**src/bmm_pkg.sv**
```systemverilog
// Shared constants, codes and types for the bitap mismatch matcher.
package bmm_pkg;

    localparam int MAX_PATTERN = 64;
    localparam int MAX_ROWS    = 8;

    localparam int SYM_W     = 8;
    localparam int LEN_W     = $clog2(MAX_PATTERN + 1);
    localparam int MM_W      = 3;
    localparam int COUNTER_W = 33;
    localparam int START_W   = 32;
    localparam int CFG_ADDR_W = 1;
    localparam int CFG_DATA_W = 3;

    typedef enum logic [1:0] {
        CMD_APPEND  = 2'd0,
        CMD_START   = 2'd1,
        CMD_SUBJECT = 2'd2,
        CMD_TICK    = 2'd3
    } cmd_t;

    typedef enum logic [CFG_ADDR_W-1:0] {
        REG_MAX_MISMATCHES = 1'b0,
        REG_MATCH_EXACT    = 1'b1
    } cfg_reg_t;

    typedef logic [MAX_PATTERN-1:0] pos_mask_t;

    // Pattern status seen by the row logic.
    typedef struct packed {
        pos_mask_t        active;   // low length bits set
        logic [LEN_W-1:0] length;
    } pat_info_t;

endpackage

```
**src/bitap_mismatch_matcher.sv**
```systemverilog
// Top level: shift-or matcher with up to k mismatches, rows and result queue.
//
//  channel | dir | handshake          | payload
//  --------+-----+--------------------+----------------------------------------
//  s_      | in  | s_tvalid/s_tready  | tuser: cmd, first_symbol; tdata: symbol
//  m_      | out | m_tvalid/m_tready  | tdata: match_start, mismatches
//  cfg_    | in  | cfg_wr_en          | cfg_addr: register, cfg_wdata: value
//
// One beat per cycle while s_tready is high: each beat is decoded, the mismatch
// mask built and all rows stepped in the cycle it is accepted; a result is
// written into the result queue on the next edge.
// A two-entry result queue keeps s_tready high while one result waits; it
// drops only when both entries are full. aresetn (sync, active low) clears
// rows, counter, pattern length, registers and the queue.
module bitap_mismatch_matcher (
    input  logic                           aclk,
    input  logic                           aresetn,
    // input beats
    input  logic                           s_tvalid,
    output logic                           s_tready,
    input  logic [7:0]                     s_tdata,  // [7:0] symbol
    input  logic [2:0]                     s_tuser,  // [1:0] cmd, [2] first_symbol
    // results
    output logic                           m_tvalid,
    input  logic                           m_tready,
    output logic [39:0]                    m_tdata,  // [31:0] match_start,
                                                     // [34:32] mismatches, rest 0
    // configuration
    input  logic                           cfg_wr_en,
    input  logic [bmm_pkg::CFG_ADDR_W-1:0] cfg_addr,
    input  logic [bmm_pkg::CFG_DATA_W-1:0] cfg_wdata
);

    typedef struct packed {
        logic signed [bmm_pkg::START_W-1:0] match_start;
        logic [bmm_pkg::MM_W-1:0]           mismatches;
    } result_t;

    // ---------------- configuration ----------------
    logic [bmm_pkg::MM_W-1:0] max_mm_reg;
    logic                     exact_reg;

    always_ff @(posedge aclk) begin
        if (!aresetn) begin
            max_mm_reg <= '0;
            exact_reg  <= 1'b1;
        end else if (cfg_wr_en) begin
            unique case (bmm_pkg::cfg_reg_t'(cfg_addr))
                bmm_pkg::REG_MAX_MISMATCHES: max_mm_reg <= cfg_wdata[bmm_pkg::MM_W-1:0];
                bmm_pkg::REG_MATCH_EXACT:    exact_reg  <= cfg_wdata[0];
                default: ;
            endcase
        end
    end

    // ---------------- input decode ----------------
    logic          accept;
    bmm_pkg::cmd_t cmd;

    assign accept = s_tvalid && s_tready;
    assign cmd    = bmm_pkg::cmd_t'(s_tuser[1:0]);

    // ---------------- pattern ----------------
    bmm_pkg::pos_mask_t miss_mask;
    bmm_pkg::pat_info_t pat;

    bmm_pattern u_pattern (
        .aclk         (aclk),
        .aresetn      (aresetn),
        .append_en    (accept && (cmd == bmm_pkg::CMD_APPEND)),
        .first_symbol (s_tuser[2]),
        .symbol       (s_tdata[bmm_pkg::SYM_W-1:0]),
        .match_exact  (exact_reg),
        .miss_mask    (miss_mask),
        .info         (pat)
    );

    // ---------------- rows and position counter ----------------
    bmm_pkg::pos_mask_t row_reg  [bmm_pkg::MAX_ROWS];
    bmm_pkg::pos_mask_t row_next [bmm_pkg::MAX_ROWS];
    bmm_pkg::pos_mask_t shifted  [bmm_pkg::MAX_ROWS];
    bmm_pkg::pos_mask_t stepped  [bmm_pkg::MAX_ROWS];
    logic [bmm_pkg::COUNTER_W-1:0] counter_reg, counter_next, counter_step;
    bmm_pkg::pos_mask_t pm;
    logic [bmm_pkg::MAX_ROWS-1:0]  row_used;
    logic                          hit;
    logic [bmm_pkg::MM_W-1:0]      hit_row;

    // tick: every position counts as a mismatch
    assign pm = (cmd == bmm_pkg::CMD_TICK) ? '1 : miss_mask;
    assign counter_step = counter_reg + bmm_pkg::COUNTER_W'(1);

    // Each row steps from its own shift, limited by the row below (old and new).
    always_comb begin
        for (int e = 0; e < bmm_pkg::MAX_ROWS; e++) begin
            shifted[e]  = row_reg[e] >> 1;
            row_used[e] = (e <= int'(max_mm_reg));
        end
        stepped[0] = shifted[0] | pm;
        for (int e = 1; e < bmm_pkg::MAX_ROWS; e++) begin
            stepped[e] = (shifted[e] | pm) & shifted[e-1] & stepped[e-1];
        end
    end

    // Lowest used row whose bit 0 cleared marks a match.
    always_comb begin
        hit     = 1'b0;
        hit_row = '0;
        for (int e = bmm_pkg::MAX_ROWS - 1; e >= 0; e--) begin
            if (row_used[e] && !stepped[e][0]) begin
                hit     = 1'b1;
                hit_row = bmm_pkg::MM_W'(e);
            end
        end
        if (pat.length == '0) begin
            hit = 1'b0;
        end
    end

    always_comb begin
        for (int e = 0; e < bmm_pkg::MAX_ROWS; e++) begin
            row_next[e] = row_reg[e];
        end
        counter_next = counter_reg;
        if (accept) begin
            unique case (cmd)
                bmm_pkg::CMD_APPEND: ;
                bmm_pkg::CMD_START: begin
                    for (int e = 0; e < bmm_pkg::MAX_ROWS; e++) begin
                        row_next[e] = pat.active >> e;
                    end
                    counter_next = bmm_pkg::COUNTER_W'(1)
                                 - bmm_pkg::COUNTER_W'(pat.length);
                end
                bmm_pkg::CMD_SUBJECT, bmm_pkg::CMD_TICK: begin
                    for (int e = 0; e < bmm_pkg::MAX_ROWS; e++) begin
                        if (row_used[e]) begin
                            row_next[e] = stepped[e];
                        end
                    end
                    counter_next = counter_step;
                end
                default: ;
            endcase
        end
    end

    always_ff @(posedge aclk) begin
        if (!aresetn) begin
            for (int e = 0; e < bmm_pkg::MAX_ROWS; e++) begin
                row_reg[e] <= '0;
            end
            counter_reg <= '0;
        end else begin
            for (int e = 0; e < bmm_pkg::MAX_ROWS; e++) begin
                row_reg[e] <= row_next[e];
            end
            counter_reg <= counter_next;
        end
    end

    // ---------------- result queue (two entries, head drives m_) ----------------
    result_t     new_res;
    result_t     head_reg, head_next, tail_reg, tail_next;
    logic [1:0]  count_reg, count_next;
    logic        push, pop;

    assign new_res.match_start = counter_step[bmm_pkg::START_W-1:0];
    assign new_res.mismatches  = hit_row;

    assign push = accept && hit
               && ((cmd == bmm_pkg::CMD_SUBJECT) || (cmd == bmm_pkg::CMD_TICK));
    assign pop  = m_tvalid && m_tready;

    always_comb begin
        head_next  = head_reg;
        tail_next  = tail_reg;
        count_next = count_reg;
        unique case (count_reg)
            2'd0: begin
                if (push) begin
                    head_next  = new_res;
                    count_next = 2'd1;
                end
            end
            2'd1: begin
                if (push && pop) begin
                    head_next = new_res;
                end else if (push) begin
                    tail_next  = new_res;
                    count_next = 2'd2;
                end else if (pop) begin
                    count_next = 2'd0;
                end
            end
            default: begin
                // full: no push possible, s_tready is low
                if (pop) begin
                    head_next  = tail_reg;
                    count_next = 2'd1;
                end
            end
        endcase
    end

    always_ff @(posedge aclk) begin
        if (!aresetn) begin
            count_reg <= '0;
        end else begin
            count_reg <= count_next;
        end
    end

    always_ff @(posedge aclk) begin
        head_reg <= head_next;
        tail_reg <= tail_next;
    end

    assign s_tready = (count_reg != 2'd2);
    assign m_tvalid = (count_reg != 2'd0);
    assign m_tdata  = {5'd0, head_reg.mismatches, head_reg.match_start};

endmodule

```
**src/bmm_pattern.sv**
```systemverilog
// Pattern store as a symbol shift line, plus per-position mismatch mask.
module bmm_pattern (
    input  logic                      aclk,
    input  logic                      aresetn,
    input  logic                      append_en,
    input  logic                      first_symbol,
    input  logic [bmm_pkg::SYM_W-1:0] symbol,
    input  logic                      match_exact,
    output bmm_pkg::pos_mask_t        miss_mask,
    output bmm_pkg::pat_info_t        info
);

    // Entry j holds pattern position length-1-j, so it lines up with row bit j.
    logic [bmm_pkg::SYM_W-1:0] store_reg [bmm_pkg::MAX_PATTERN];
    bmm_pkg::pos_mask_t        active_reg, active_next;
    logic [bmm_pkg::LEN_W-1:0] length_reg, length_next;
    logic                      shift_en;

    always_comb begin
        active_next = active_reg;
        length_next = length_reg;
        shift_en    = 1'b0;
        if (append_en) begin
            if (first_symbol) begin
                active_next = bmm_pkg::pos_mask_t'(1);
                length_next = bmm_pkg::LEN_W'(1);
                shift_en    = 1'b1;
            end else if (length_reg < bmm_pkg::LEN_W'(bmm_pkg::MAX_PATTERN)) begin
                active_next = {active_reg[bmm_pkg::MAX_PATTERN-2:0], 1'b1};
                length_next = length_reg + bmm_pkg::LEN_W'(1);
                shift_en    = 1'b1;
            end
        end
    end

    always_ff @(posedge aclk) begin
        if (!aresetn) begin
            active_reg <= '0;
            length_reg <= '0;
        end else begin
            active_reg <= active_next;
            length_reg <= length_next;
        end
    end

    always_ff @(posedge aclk) begin
        if (shift_en) begin
            store_reg[0] <= symbol;
            for (int j = 1; j < bmm_pkg::MAX_PATTERN; j++) begin
                store_reg[j] <= store_reg[j-1];
            end
        end
    end

    always_comb begin
        for (int j = 0; j < bmm_pkg::MAX_PATTERN; j++) begin
            if (match_exact) begin
                miss_mask[j] = active_reg[j] & (store_reg[j] != symbol);
            end else begin
                miss_mask[j] = active_reg[j] & ((store_reg[j] & symbol) == '0);
            end
        end
    end

    assign info.active = active_reg;
    assign info.length = length_reg;

endmodule

```
**config.mk**
```make
export PLATFORM = sky130hd
export DESIGN_NAME = bitap_mismatch_matcher
export DESIGN_NICKNAME = d
export VERILOG_FILES = /design/src/bmm_pkg.sv /design/src/bitap_mismatch_matcher.sv /design/src/bmm_pattern.sv
export SDC_FILE = /design/constraint.sdc
export NUM_CORES = 2
export LEC_CHECK = 0
export BUFFER_PORTS_ARGS = -buffer_cell sky130_fd_sc_hd__buf_2
export CORE_UTILIZATION = 41
export CTS_CLUSTER_DIAMETER = 60
export DETAILED_ROUTE_END_ITERATION = 6
export GPL_TIMING_DRIVEN = 0
export MAX_ROUTING_LAYER = met4
export PLACE_DENSITY = 0.55
export SLEW_MARGIN = 20
export SYNTH_ARGS = -nofsm -noshare
export SYNTH_HDL_FRONTEND = slang
export SYNTH_SLANG_ARGS = --single-unit
```
**constraint.sdc**
```tcl
create_clock -name aclk -period 7.53 [get_ports aclk]
set_input_delay 0.753 -clock aclk [delete_from_list [all_inputs] [get_ports aclk]]
set_output_delay 0.753 -clock aclk [all_outputs]
set_load 0.005 [all_outputs]
```
==> results.json <==
{
  "cellPowerDensity_mw_per_mm2": 241.2,
  "crit_fanout": 36,
  "port-buffer-count": 56,
  "synth-edff-count": 582,
  "worst_setup_path_start_kind": "input pin",
  "hold_buffers": 0,
  "finalWeightedCongestion": 0.9518,
  "postSynth.asyncResetShare_pct": 0,
  "power_w": 0.01499,
  "postCtsSetupBuffers": 0,
  "clock-sinks": 1167,
  "area_growth_pct": 13.65,
  "dp_hpwl_um": 114000,
  "dr_wl_met2_um": 71790,
  "reg2reg_slack_ns": 3.36,
  "post_drt_wl_per_cell_um": 22.42,
  "setup_tns_ns": 0,
  "grt_max_degree": 156,
  "arrival_ns": 5.02,
  "start_util_pct": 41.48,
  "drive_above_1_share_pct": 6.540,
  "ys_ff_latch": 1167,
  "synth_flop_cell": "dfxtp_1",
  "clockBufferDepth": 3,
  "fmax_ghz": 0.2193,
  "layout.nets": 5935,
  "clkLatencyLatePin_ns": 0.78,
  "fin_skew_ns": 0.02967,
  "cts_buffers": 137,
  "grt_pass1_wl_um": 249100,
  "drt-met1-wl_um": 75370,
  "status": "completed",
  "synthCells": 5181,
  "critPathKind": "input pin to flip-flop",
  "min_period_over_period_pct": 60.56,
  "holdPathStages": 2,
  "worstPathRequired_ns": 7.99,
  "ys_seq_area_share_pct": 53.39,
  "relSlewSlack_pct": 18.35,
  "ant_nets": 0,
  "regToRegEndpoint": "tail_reg[22]",
  "endpoint_kind": "flip-flop",
  "grt_overflow": 0,
  "final_max_slew_viol_count": 0,
  "pin_count": 62,
  "antenna_found_initial": 2,
  "grt_pass1_vias": 41480,
  "routed-via-count": 42684,
  "netlist_area_sq_mm": 0.05467,
  "hold_class": "input pin to flip-flop",
  "hold_end": "count_reg[1]",
  "wirelength_um": 162800,
  "total_leakage_power_nw": 22.26,
  "dieArea_sq_mm": 0.1348,
  "yosysWarnings": 0,
  "cts_root_buffer": "clkbuf_16",
  "rsz0062_at_grt": "no",
  "r2r_start": "u_pattern.store_reg[0][4]",
  "post-place-cells": 7014,
  "ir_drop_mv": 0.2225,
  "die_h_um": 367.2,
  "die_x_um": 367.2,
  "grt_usage_pct": 24.46,
  "vias_per_cell": 5.879,
  "hp-start": "m_tready",
  "maxCapViolations": 0,
  "cts_tree": "yes",
  "fin_cells": 7261,
  "routed.top_layer": "met4",
  "synth_area_per_cell_sq_um": 10.55,
  "dr.pass1.iters": 6,
  "rows": 133,
  "met3_length_um": 11240,
  "fin_crit_ns": 4.560,
  "worstMarginPinSlew_ns": 1.225,
  "coreArea_sq_mm": 0.1318,
  "ys_types": 71,
  "cts.clk_slew.worst_paths_ns": 0.06,
  "setup_viol": 0,
  "reg2reg_depth": 11,
  "largest_register_ffs": 512,
  "timing.final.hold_violations": 0,
  "cts_resized": 0,
  "drc_errors": 0,
  "htreeDepth": 4,
  "drt_iter0_drc": 3854
}
final cells by class:
type | instances | area, sq um
Fill cell | 12273 | 69670
Tap cell | 1755 | 2196
Inverter | 128 | 496.7
Timing Repair Buffer | 74 | 670.6
Buffer | 297 | 1166
Multi-Input combinational cell | 3593 | 23900
Clock buffer | 197 | 3964
Antenna cell | 1 | 2.502
Sequential cell | 1167 | 29190
Clock inverter | 49 | 551.8
worst max-delay path by stage:
stage                           from      endpoint  slack, ns  depth (start not counted)
final                     s_tdata[4]  tail_reg[22]       2.97                         13
after global routing      s_tdata[4]  tail_reg[28]       2.75                         13
after CTS                 s_tdata[4]  tail_reg[28]       3.00                         13
after detailed placement  s_tdata[4]  tail_reg[25]       2.20                         13
after global placement    s_tdata[4]  tail_reg[22]      -2.48                          8
after floorplan           s_tdata[4]   tail_reg[0]       1.27                          7
power breakdown:
part / leakage [nW] / internal, W / switching [W]
combinational: 10.3 / 0.000382 / 0.000821
clock: 2.19 / 0.00398 / 0.00273
sequential: 9.76 / 0.00690 / 0.000178
cell families (layout without fill, tap and decap cells):
logic type | after synthesis | count (layout) | synth area share [%]
AOI/OAI and AO/OA | 1740 | 1740 | 17.96
xor gates and xnor gates | 38 | 38 | 0.6088
adders and majority gates | 518 | 518 | 11.85
buffers and inverters | 425 | 745 | 3.007
DFF | 1167 | 1167 | 53.39
muxes | 37 | 37 | 0.7507
other | 1 | 6 | 0.006860
and+or+nand+nor | 1255 | 1255 | 12.42
metrics by stage:
step | area, sq um | utilization [%] | hold slack (ns) | setup WS [ns]
2_1_floorplan | 54680 | - | 0.4307 | 1.268
3_3_place_gp | 57160 | 43.37 | 0.4341 | -2.480
3_5_place_dp | 57610 | 43.71 | 0.4379 | 2.202
4_1_cts | 62130 | 47.14 | 0.1755 | 2.997
5_1_grt | 62130 | 47.14 | 0.2131 | 2.750
6_report | 62130 | 47.14 | 0.2266 | 2.970
per-layer routing:
layer  global-route usage, %  vias up
met5                       -        -
met4                   7.364        0
met3                   4.859      248
met2                   36.91     1242
met1                   33.07    21135
li1                        -    20059
cell usage after synthesis, types with 119 or more instances:
master / count / area (sq um)
a21oi_1: 697 / 3488
dfxtp_1: 585 / 11710
edfxtp_1: 582 / 17480
ha_1: 517 / 6469
o21ai_0: 516 / 2582
nor2_1: 318 / 1194
nand2b_1: 294 / 1839
nor4_1: 256 / 1602
a31oi_1: 241 / 1508
clkbuf_1: 220 / 825.8
inv_1: 126 / 473.0
nand2_1: 119 / 446.7
critical path, stage by stage:
cell and delay [ns]:
buf_4 0.44, buf_16 0.31, ha_1 0.28, or4_4 0.56, o211ai_4 0.30, nand3_1 0.13
a31oi_2 0.29, o31ai_2 0.23, nor4_2 0.59, buf_2 0.33, buf_2 0.23, buf_2 0.24
buf_2 0.24
cells in the final DEF (no fill, tap or decap), drive strengths merged, types with 6 or more instances in the layout:
cell | netlist | layout
dfxtp | 585 | 585
o211ai | 37 | 37
nor4 | 256 | 256
nor2b | 54 | 54
and3 | 79 | 79
edfxtp | 582 | 582
clkbuf | 221 | 418
nand3 | 28 | 28
bufinv | 0 | 9
and4 | 10 | 10
ha | 517 | 517
nand4 | 59 | 59
mux2 | 32 | 32
and2 | 7 | 7
o22a | 7 | 7
xor2 | 12 | 12
a211oi | 47 | 47
nor2 | 318 | 318
a21oi | 697 | 697
clkinvlp | 0 | 6
nand2b | 294 | 294
nor3 | 17 | 17
inv | 127 | 135
a41oi | 50 | 50
a31o | 6 | 6
clkinv | 1 | 27
o221a | 6 | 6
a21o | 9 | 9
a22oi | 67 | 67
o21ai | 545 | 545
xnor2 | 26 | 26
nand2 | 120 | 120
buf | 76 | 150
a31oi | 242 | 242
Note: power is estimated with default switching activity, not from simulation.
